### src/caf_pkg.sv
// caf_pkg: shared constants, types and state codes for the can acceptance filter
// no dependencies
`timescale 1ns / 1ps

package caf_pkg;

  // filter bank size
  localparam int NUM_ENTRIES = 32;
  localparam int IDX_W       = (NUM_ENTRIES > 1) ? $clog2(NUM_ENTRIES) : 1;
  localparam int CNT_W       = $clog2(NUM_ENTRIES + 1);

  // field widths
  localparam int ID_W    = 11;
  localparam int EIDX_W  = 8;
  localparam int MIDX_W  = 5;
  localparam int CFG_W   = 6;
  localparam int CMP_W   = 10;

  // configuration port
  localparam int PADDR_W = 3;
  localparam int PDATA_W = 32;
  localparam logic [PADDR_W-3:0] REG_ENTRIES_IN_USE = 1'b0;
  localparam logic [CFG_W-1:0]   RESET_IN_USE       = CFG_W'(32);

  // item function codes
  localparam logic FUNC_CONFIG = 1'b0;
  localparam logic FUNC_LOOKUP = 1'b1;

  // status codes
  localparam logic STATUS_OK      = 1'b0;
  localparam logic STATUS_BAD_IDX = 1'b1;

  // one stored filter entry; the rtr bit is always compared
  typedef struct packed {
    logic            handler;
    logic            rtr;
    logic [ID_W-1:0] id;
    logic [ID_W-1:0] mask;
  } entry_t;

  // a never-written entry matches only identifier 0 without rtr, no handler
  localparam entry_t ENTRY_RESET = '{handler: 1'b0, rtr: 1'b0, id: '0, mask: '1};

  typedef struct packed {
    logic             en;
    logic [IDX_W-1:0] addr;
    entry_t           data;
  } ram_wr_t;

  typedef struct packed {
    logic             en;
    logic [IDX_W-1:0] addr;
  } ram_rd_t;

  typedef enum logic [1:0] {
    ST_IDLE,
    ST_CFG,
    ST_SCAN
  } state_t;

endpackage

### src/caf_entry_ram.sv
// caf_entry_ram: filter entry memory, one write and one registered read port
// per-entry valid bits substitute the reset entry until written; uses caf_pkg
`timescale 1ns / 1ps

module caf_entry_ram
  import caf_pkg::*;
(
  input  logic    clk,
  input  logic    rst_n,
  input  ram_wr_t wr,
  input  ram_rd_t rd,
  output entry_t  rd_data
);

  entry_t                 mem [NUM_ENTRIES];
  logic [NUM_ENTRIES-1:0] valid_r;
  entry_t                 rd_data_r;
  logic                   rd_vld_r;

  // entry storage
  always_ff @(posedge clk) begin
    if (wr.en) begin
      mem[wr.addr] <= wr.data;
    end
    if (rd.en) begin
      rd_data_r <= mem[rd.addr];
    end
  end

  // written flags, cleared by reset
  always_ff @(posedge clk) begin
    if (!rst_n) begin
      valid_r  <= '0;
      rd_vld_r <= 1'b0;
    end else begin
      if (wr.en) begin
        valid_r[wr.addr] <= 1'b1;
      end
      if (rd.en) begin
        rd_vld_r <= valid_r[rd.addr];
      end
    end
  end

  assign rd_data = rd_vld_r ? rd_data_r : ENTRY_RESET;

endmodule

### src/caf_ctrl.sv
// caf_ctrl: item sequencer; writes entries and scans the bank for a lookup
// uses caf_pkg; drives caf_entry_ram through write and read request structs
`timescale 1ns / 1ps

module caf_ctrl
  import caf_pkg::*;
(
  input  logic               clk,
  input  logic               rst_n,
  input  logic [CNT_W-1:0]   active_cnt,
  input  logic               start,
  output logic               busy,
  input  logic               in_func,
  input  logic [EIDX_W-1:0]  in_entry_index,
  input  logic [ID_W-1:0]    in_can_id,
  input  logic [ID_W-1:0]    in_id_mask,
  input  logic               in_rtr,
  input  logic               in_has_handler,
  output ram_wr_t            ram_wr,
  output ram_rd_t            ram_rd,
  input  entry_t             ram_rdata,
  output logic               out_valid,
  output logic               out_status,
  output logic               out_matched,
  output logic               out_delivered,
  output logic [MIDX_W-1:0]  out_match_index
);

  state_t state_r, state_nxt;

  // latched item
  logic              func_r;
  logic [EIDX_W-1:0] eidx_r;
  logic [ID_W-1:0]   id_r;
  logic [ID_W-1:0]   mask_r;
  logic              rtr_r;
  logic              hnd_r;

  // scan pipeline
  logic [CNT_W-1:0] iss_r, iss_nxt;
  logic             cmp_vld_r, cmp_vld_nxt;
  logic [IDX_W-1:0] cmp_idx_r, cmp_idx_nxt;

  // result registers
  logic              out_valid_r, out_valid_nxt;
  logic              out_status_r, out_status_nxt;
  logic              out_matched_r, out_matched_nxt;
  logic              out_delivered_r, out_delivered_nxt;
  logic [MIDX_W-1:0] out_midx_r, out_midx_nxt;

  logic                    accept;
  logic                    legal;
  logic                    hit;
  logic                    finish;
  logic [IDX_W+MIDX_W-1:0] midx_ext;

  assign busy   = (state_r != ST_IDLE);
  assign accept = start && !busy;

  // index check and entry compare
  assign legal = (CMP_W'(eidx_r) < CMP_W'(active_cnt));
  assign hit   = cmp_vld_r && (ram_rdata.rtr == rtr_r) &&
                 (((id_r ^ ram_rdata.id) & ram_rdata.mask) == '0);
  assign finish   = hit || (CMP_W'(iss_r) >= CMP_W'(active_cnt));
  assign midx_ext = {{MIDX_W{1'b0}}, cmp_idx_r};

  // next state
  always_comb begin
    state_nxt = state_r;
    unique case (state_r)
      ST_IDLE: begin
        if (accept) begin
          state_nxt = (in_func == FUNC_LOOKUP) ? ST_SCAN : ST_CFG;
        end
      end
      ST_CFG: begin
        state_nxt = ST_IDLE;
      end
      ST_SCAN: begin
        if (finish) begin
          state_nxt = ST_IDLE;
        end
      end
      default: begin
        state_nxt = ST_IDLE;
      end
    endcase
  end

  // memory requests, scan pointers and result values
  always_comb begin
    ram_wr.en         = 1'b0;
    ram_wr.addr       = eidx_r[IDX_W-1:0];
    ram_wr.data       = '{handler: hnd_r, rtr: rtr_r, id: id_r, mask: mask_r};
    ram_rd.en         = 1'b0;
    ram_rd.addr       = iss_r[IDX_W-1:0];
    iss_nxt           = iss_r;
    cmp_vld_nxt       = 1'b0;
    cmp_idx_nxt       = cmp_idx_r;
    out_valid_nxt     = 1'b0;
    out_status_nxt    = STATUS_OK;
    out_matched_nxt   = 1'b0;
    out_delivered_nxt = 1'b0;
    out_midx_nxt      = '0;
    unique case (state_r)
      ST_IDLE: begin
        iss_nxt = '0;
      end
      ST_CFG: begin
        ram_wr.en      = legal;
        out_valid_nxt  = 1'b1;
        out_status_nxt = legal ? STATUS_OK : STATUS_BAD_IDX;
      end
      ST_SCAN: begin
        if (finish) begin
          out_valid_nxt     = 1'b1;
          out_matched_nxt   = hit;
          out_delivered_nxt = hit && ram_rdata.handler;
          out_midx_nxt      = hit ? midx_ext[MIDX_W-1:0] : '0;
        end else begin
          ram_rd.en   = 1'b1;
          iss_nxt     = iss_r + CNT_W'(1);
          cmp_vld_nxt = 1'b1;
          cmp_idx_nxt = iss_r[IDX_W-1:0];
        end
      end
      default: begin
        iss_nxt = '0;
      end
    endcase
  end

  // control registers
  always_ff @(posedge clk) begin
    if (!rst_n) begin
      state_r     <= ST_IDLE;
      iss_r       <= '0;
      cmp_vld_r   <= 1'b0;
      out_valid_r <= 1'b0;
    end else begin
      state_r     <= state_nxt;
      iss_r       <= iss_nxt;
      cmp_vld_r   <= cmp_vld_nxt;
      out_valid_r <= out_valid_nxt;
    end
  end

  // item and result payload
  always_ff @(posedge clk) begin
    if (accept) begin
      func_r <= in_func;
      eidx_r <= in_entry_index;
      id_r   <= in_can_id;
      mask_r <= in_id_mask;
      rtr_r  <= in_rtr;
      hnd_r  <= in_has_handler;
    end
    cmp_idx_r       <= cmp_idx_nxt;
    out_status_r    <= out_status_nxt;
    out_matched_r   <= out_matched_nxt;
    out_delivered_r <= out_delivered_nxt;
    out_midx_r      <= (func_r == FUNC_LOOKUP) ? out_midx_nxt : '0;
  end

  assign out_valid       = out_valid_r;
  assign out_status      = out_status_r;
  assign out_matched     = out_matched_r;
  assign out_delivered   = out_delivered_r;
  assign out_match_index = out_midx_r;

endmodule

### src/can_rx_acceptance_filter.sv
// can_rx_acceptance_filter: can receive acceptance filter bank, top level
// configure: writes the entry when its index is in use, else reports a bad index;
// lookup: scans the entry memory one read a cycle from entry 0 and stops at the
// first hit or after the entries in use; one item at a time, busy high while an
// item is at work; results cannot be stalled
// synchronous active-low reset: entries read as reset entries, entries_in_use = 32
`timescale 1ns / 1ps

module can_rx_acceptance_filter
  import caf_pkg::*;
(
  input  logic               clk,
  input  logic               rst_n,
  // item channel
  input  logic               start,
  output logic               busy,
  input  logic               in_func,
  input  logic [EIDX_W-1:0]  in_entry_index,
  input  logic [ID_W-1:0]    in_can_id,
  input  logic [ID_W-1:0]    in_id_mask,
  input  logic               in_rtr,
  input  logic               in_has_handler,
  // result channel
  output logic               out_valid,
  output logic               out_status,
  output logic               out_matched,
  output logic               out_delivered,
  output logic [MIDX_W-1:0]  out_match_index,
  // configuration port
  input  logic               psel,
  input  logic               penable,
  input  logic               pwrite,
  input  logic [PADDR_W-1:0] paddr,
  input  logic [PDATA_W-1:0] pwdata,
  output logic [PDATA_W-1:0] prdata,
  output logic               pready
);

  logic [CFG_W-1:0] cfg_in_use_r, cfg_in_use_nxt;
  logic             cfg_wr;
  logic [CMP_W-1:0] cnt_ext;
  logic [CNT_W-1:0] active_cnt;
  ram_wr_t          ram_wr;
  ram_rd_t          ram_rd;
  entry_t           ram_rdata;

  assign pready = 1'b1;

  // register write transfer
  assign cfg_wr = psel && penable && pwrite && pready &&
                  (paddr[PADDR_W-1:2] == REG_ENTRIES_IN_USE);
  assign cfg_in_use_nxt = cfg_wr ? pwdata[CFG_W-1:0] : cfg_in_use_r;

  always_ff @(posedge clk) begin
    if (!rst_n) begin
      cfg_in_use_r <= RESET_IN_USE;
    end else begin
      cfg_in_use_r <= cfg_in_use_nxt;
    end
  end

  // register read
  always_comb begin
    prdata = '0;
    if (paddr[PADDR_W-1:2] == REG_ENTRIES_IN_USE) begin
      prdata = PDATA_W'(cfg_in_use_r);
    end
  end

  // entries in use, saturated at the bank size
  assign cnt_ext    = (CMP_W'(cfg_in_use_r) > CMP_W'(NUM_ENTRIES)) ?
                      CMP_W'(NUM_ENTRIES) : CMP_W'(cfg_in_use_r);
  assign active_cnt = cnt_ext[CNT_W-1:0];

  caf_ctrl u_ctrl (
    .clk             (clk),
    .rst_n           (rst_n),
    .active_cnt      (active_cnt),
    .start           (start),
    .busy            (busy),
    .in_func         (in_func),
    .in_entry_index  (in_entry_index),
    .in_can_id       (in_can_id),
    .in_id_mask      (in_id_mask),
    .in_rtr          (in_rtr),
    .in_has_handler  (in_has_handler),
    .ram_wr          (ram_wr),
    .ram_rd          (ram_rd),
    .ram_rdata       (ram_rdata),
    .out_valid       (out_valid),
    .out_status      (out_status),
    .out_matched     (out_matched),
    .out_delivered   (out_delivered),
    .out_match_index (out_match_index)
  );

  caf_entry_ram u_ram (
    .clk     (clk),
    .rst_n   (rst_n),
    .wr      (ram_wr),
    .rd      (ram_rd),
    .rd_data (ram_rdata)
  );

endmodule

### config.mk
export PLATFORM = sky130hd
export DESIGN_NAME = can_rx_acceptance_filter
export DESIGN_NICKNAME = d
export VERILOG_FILES = /design/src/caf_pkg.sv /design/src/caf_entry_ram.sv /design/src/caf_ctrl.sv /design/src/can_rx_acceptance_filter.sv
export SDC_FILE = /design/constraint.sdc
export NUM_CORES = 1
export LEC_CHECK = 0
export BUFFER_PORTS_ARGS = -buffer_cell sky130_fd_sc_hd__buf_2
export CORE_ASPECT_RATIO = 1.2
export CORE_UTILIZATION = 49
export DETAILED_ROUTE_END_ITERATION = 8
export GPL_TIMING_DRIVEN = 0
export PLACE_DENSITY = 0.64
export SLEW_MARGIN = 10
export SYNTH_ARGS = -nofsm -noshare
export SYNTH_HDL_FRONTEND = slang
export SYNTH_SLANG_ARGS = --single-unit
### constraint.sdc
create_clock -name clk -period 6.6 [get_ports clk]
set_clock_uncertainty 0.2 [all_clocks]
set_input_delay 1.32 -clock clk [delete_from_list [all_inputs] [get_ports clk]]
set_output_delay 1.32 -clock clk [all_outputs]
set_load 0.01 [all_outputs]
# After elaboration in Yosys (flattened, before gate mapping)
# Memories as Yosys holds them, arrays and structs flattened. A register that Yosys moved wholly into a read port is not among the register bits.
# Index checks and enable logic that the tools add are counted.
[word_totals]
regBits = 95
ramBits = 768
in_bits = 74
out_inout_bits = 43
wordCells = 77
n_memories = 1
[memory_table]
columns = ["memory", "depth", "width", "read_ports", "rd_clocked_by_memory_dff", "wr", "line_no", "rtl"]
rows = [
  ["u_ram.mem", 32, 24, 1, 1, 1, "caf_entry_ram.sv:15", "entry_t mem [NUM_ENTRIES];"],
]
[op_classes]
add_sub_neg = 1
magnitude_cmp = 6
eq_ne = 6
mux = 21
n_bitwise = 6
reduce_logical = 18
[ops]
columns = ["operator", "count"]
rows = [
  ["OR 32 bit", 1],
  ["two-way mux 24 bit", 1],
  ["two-way mux 6 bit", 3],
  ["less-than comparator 5 x 6 -> 1 bit (second input constant)", 2],
  ["one-hot mux 6 bit (2 select lines)", 1],
  ["bitwise AND 11 bit", 1],
  ["zero test 11 bit", 1],
  ["bitwise XOR 11 bit", 1],
  ["two-way mux 1 bit", 9],
  ["logical AND 1 bit", 8],
  ["less-than comparator 8 x 6 -> 1 bit", 1],
  ["AND reduction 2 bit", 4],
  ["adder 6 x 1 -> 6 bit (second input constant)", 1],
  ["greater-or-equal comparator 6 bit", 1],
  ["greater-than comparator 6 bit (second input constant)", 1],
  ["two-way mux 2 bit", 3],
  ["binary-select mux 1 bit (select 5 bit)", 1],
  ["demux 1 bit (select 5 bit)", 1],
  ["greater-or-equal comparator 5 x 1 -> 1 bit (second input constant)", 1],
  ["inequality test 2 x 1 -> 1 bit (second input constant)", 2],
  ["one-hot mux 2 bit (2 select lines)", 1],
  ["AND reduction 4 bit", 1],
  ["NOT 1 bit", 3],
  ["== test 2 x 1 -> 1 bit (second input constant)", 1],
  ["8 further kinds", 8],
]

# Depth between registers and ports, before layout
[depth]
depth_word = 8
depth_mapped = 12
mapped_depth_nobuf = 9

# Cells and area by module
# A second synthesis with hierarchy kept.
[unflattened]
hier_cells = 1553
area_unflattened_um2 = 34416.8
[by_module_without_submodules]
columns = ["mod", "n_inst", "cells_each", "area_per_inst_um2", "seq_area_each_um2"]
rows = [
  ["caf_entry_ram", 1, 1299, 31383.8, 24443.4],
  ["caf_ctrl", 1, 186, 2479.9, 1501.4],
  ["can_rx_acceptance_filter", 1, 68, 553.0, 120.1],
]

# Least setup slack after synthesis
# Ideal clock, no wire load.
[synth_path]
kind = "register to register"
from = "register u_ctrl.iss_r[0]"
to = "register u_ctrl.cmp_idx_r[0], enable pin"
setup_ns = 0.472
t_arrival_ns = 4.391
required_time_ns = 5.928
setup_slack_ns = 1.537
stages_incl_launch_ff = 11
path_buffers = 3
period_less_slack_ns = 5.063
cell_sequence = "dfxtp_1 > buf_2 > buf_6 > buf_2 > inv_1 > ha_1 > nand2b_1 > a21o_1 > a21oi_1 > o21ai_0 > nor3b_1"
[synth_between]
elab_chain_len = 4
[synth_rtl]
columns = ["element", "line_no", "rtl"]
rows = [
  ["start: declaration", "caf_ctrl.sv:40", "logic [CNT_W-1:0] iss_r, iss_nxt;"],
  ["start signal: assignment", "caf_ctrl.sv:142", "iss_r <= iss_nxt;"],
  ["greater-or-equal comparator 6 bit", "caf_ctrl.sv:64", "assign finish = hit || (CMP_W'(iss_r) >= CMP_W'(active_cnt));"],
  ["logical OR 1 bit", "caf_ctrl.sv:64", ""],
  ["NOT 1 bit (no line)", "--", ""],
  ["AND reduction 2 bit (no line)", "--", ""],
  ["end signal: assignment", "caf_ctrl.sv:158", "cmp_idx_r <= cmp_idx_nxt;"],
  ["end: declaration", "caf_ctrl.sv:42", "logic [IDX_W-1:0] cmp_idx_r, cmp_idx_nxt;"],
]
# Every way passes these cells.
# A chain may end at the register's enable or synchronous reset.

==> reports/metrics.cfg <==
[worst_setup_path]
cp-startpoint = u_ctrl.iss_r[0]$_SDFFE_PN0P_
reg2reg_from = u_ctrl.iss_r[0]$_SDFFE_PN0P_
end_kind = register
required_ns = 6.73
crit_type = register to register
crit_chain = buf_2 -> buf_6 -> buf_2 -> inv_1 -> ha_1 -> nand2b_1 -> a21o_1 -> a21oi_1 -> o21ai_0 -> nor3b_2 -> buf_4 -> buf_4 -> buf_4
critPathSlowestCell = nor3b_2
crit_family = buffers and inverters
slowest_delay_ns = 0.43
cp_max_fo = 13
arrival_ns = 4.41
cp-start-kind = register
cpMostUsedCell = buf_4
worst-path-buf-inv = 7

[logic_synthesis]
synth_compound_area_share_pct = 1.43
synthSimpleGateAreaFrac_pct = 2.46
synth_top_family_by_area = multiplexers
synth_ff_type = edfxtp_1
synthAdderAreaFrac_pct = 0.551
ys_seq_area_share_pct = 76.5
ys_ff_latch = 887
synthMuxAreaShare_pct = 17.5
netlist_instances = 1540
synthArstFlopShare_pct = 0
synth_xor_xnor_area_share_pct = 0
synth_cell_types = 44
synthesis.area_sq_um = 34100
ys_warn_count = 0
syn_area_per_cell_sq_um = 22.1
synth_edf_count = 830

[drt]
dr_total_vias = 16300
drtIter0Drc = 1586
totalWireLength_mm = 80.8
drc = 0
wl_per_cell_um = 29.6
antenna_left = 0
via_per_inst = 5.99
dr.pass1.iters = 5

[sta]
setup_viol = 0
setup_tns_ns = 0
fmax_mhz = 234
fin_crit_ns = 4.28
rsz0062_at_grt = no
slew_violations = 0
post-route-worst-setup-slack_ns = 2.32
finalHoldViolations = 0
worstMarginPinSlew_ns = 1.30
layout_worst_path_cycle_share_pct = 64.8
slew_headroom_pct = 13.4
holdWs_ns = 0.256

[power]
internal-power_w = 0.00897
vdd_ir_drop_max_uv = 211
leakagePower_nw = 12.2
clockPowerShare_pct = 41.5
p_switching_w = 0.00232
pwr-share-comb_pct = 2.5
power_frac_seq_pct = 56.0
p_per_area_nw_per_um2 = 287
swShare_pct = 20.6

[global_routing]
grt_usage_pct = 23.4
antenna_found_initial = 0
grt_pass1_vias = 17200
gr-total-overflow = 0
grt_pass1_wl_mm = 118
grt_max_degree = 36

[clock_network]
postCtsHoldBufs = 0
clk_pin_slew_ns = 0.06
root_buffer = clkbuf_16
tritoncts = built
cts-htree-levels = 3
ctsResizeCount = 0
cts_buffers = 86
clkSinkCount = 887
worstSkewPairLatency_ns = 0.64
cts.path.max_buffers = 3
post-cts-setup-buffer-count = 0

[die]
ioPinCount = 117
die_w_um = 243
initial_core_util_pct = 49.7
die_h_um = 291
num_rows = 105
dieArea_sq_um = 70600
core_region_area_sq_um = 68600

[layout]
fillers = 4974
multiInputGateArea_sq_um = 7830
layout.nets = 1845
design_area_sq_um = 39400
seqCellArea_sq_um = 26100
layout-drive-gt1-share_pct = 31.5
n_antenna_cell = 0
area_growth_pct = 15.7

[flow_run]
maxCapViolations = 0

[placement]
dp_hpwl_mm = 52.7
pre_cts_slack_ns = 2.15
place_area_sq_um = 36700
gp_congestion = 0.856
portBuffers = 60

[outcome]
status = complete, no violations

[min_path]
hold_class = register to register
min-delay-start = u_ram.valid_r[6]$_SDFFE_PN0P_

==> metal layers <==
layer  wire [um]  GRT usage, %
met2       42100          40.6
met3        4660          2.88
met4        2950          9.34
met1       31100          30.2
met5           0             0
==> sequential cells by signal, indices dropped and copies added (netlist names) <==
signal and count:
u_ctrl.iss_r 6, u_ctrl.out_match_index 5, u_ctrl.out_valid 1, u_ram.mem 768, u_ram.rd_data_r 24, u_ctrl.cmp_idx_r 5
u_ctrl.out_delivered 1, u_ctrl.func_r 1, u_ram.rd_vld_r 1, u_ctrl.cmp_vld_r 1, u_ctrl.eidx_r 8, u_ctrl.out_matched 1
u_ctrl.out_status 1, u_ctrl.hnd_r 1, u_ctrl.rtr_r 1, cfg_in_use_r 6, u_ram.valid_r 32, u_ctrl.mask_r 11
u_ctrl.id_r 11, u_ctrl.state_r 2
==> synthesized netlist by cell type (all sizes together), types with 2 or more instances <==
cell | n | share of area (%)
nor2 | 36 | 0.40
and3 | 7 | 0.13
nor4 | 2 | 0.037
o22ai | 6 | 0.11
nand4b | 2 | 0.051
mux2i | 6 | 0.18
inv | 12 | 0.13
o211ai | 2 | 0.044
a21oi | 7 | 0.10
o21a | 2 | 0.044
and2 | 3 | 0.055
mux2 | 24 | 0.79
edfxtp | 830 | 73
conb | 2 | 0.022
ha | 15 | 0.55
a21o | 4 | 0.088
mux4 | 250 | 17
o2111ai | 3 | 0.077
nand3 | 8 | 0.12
buf | 52 | 0.95
o21ai | 50 | 0.73
nor3 | 4 | 0.059
nand4 | 7 | 0.13
nor2b | 24 | 0.44
dfxtp | 57 | 3.3
or3 | 4 | 0.073
nand2 | 53 | 0.58
clkbuf | 43 | 0.47
nand2b | 3 | 0.055
nand3b | 12 | 0.26
==> kinds of logic (layout without fill, tap and decap cells) <==
logic type / Yosys count / after routing
compound gates: 81 / 81
fa+ha+maj: 15 / 15
buf+inv: 107 / 362
flops: 887 / 887
mux: 280 / 280
other cells: 2 / 27
simple gates: 168 / 168
==> placed cells by master (no fill, tap or decap), types with 15 or more instances in the layout <==
cell type / count
buf_12: 15
buf_16: 18
buf_2: 76
buf_4: 34
clkbuf_1: 62
clkbuf_16: 90
clkinv_1: 17
conb_1: 27
dfxtp_1: 57
edfxtp_1: 830
ha_1: 15
mux2_2: 24
mux4_2: 250
nand2_1: 53
nor2_4: 33
nor2b_1: 24
o21ai_0: 50
==> final cells by class <==
type | count | share of cell area, %
plain buffers | 95 | 1.23
clock buffers | 111 | 5.96
clock inverters | 41 | 0.768
inverters | 12 | 0.114
multi-input cells | 571 | 19.9
flip-flops and latches | 887 | 66.1
well taps | 909 | 2.89
repair buffers | 103 | 3.03
==> path summary, 6_finish.rpt <==
check | slack [ns] | to | depth (start not counted)
max | 2.32 | u_ram.rd_data_r[0]$_DFFE_PP_ | 13
min | 0.26 | u_ram.valid_r[6]$_SDFFE_PN0P_ | 2
max reg2reg | 2.32 | u_ram.rd_data_r[0]$_DFFE_PP_ | 13
min reg2reg | 0.26 | u_ram.valid_r[6]$_SDFFE_PN0P_ | 2
==> tightest hold or removal path: stages (launching register included) <==
cell     delay, ns
dfxtp_1       0.32
nand2_1       0.04
o21ai_0       0.06
==> stage by stage <==
stage | total power [W] | cells | util (%)
finish | 0.0113 | 2729 | 57.5
global route | 0.0116 | 2729 | 57.5
CTS | 0.0114 | 2726 | 57.4
detailed placement | 0.00673 | 2574 | 53.5
global placement | 0.00670 | 2534 | 51.9
floorplan | 0.00657 | 1565 | -
==> power groups by stage <==
stage	logic [W]	clock network, W	registers, W
after detailed placement	0.000272	0	0.00645
final	0.000284	0.00469	0.00632
after floorplan	0.000178	0	0.00639
after CTS	0.000273	0.00476	0.00633
after global placement	0.000254	0	0.00644
after global routing	0.000304	0.00495	0.00633
(Power assumes the default switching activity.)
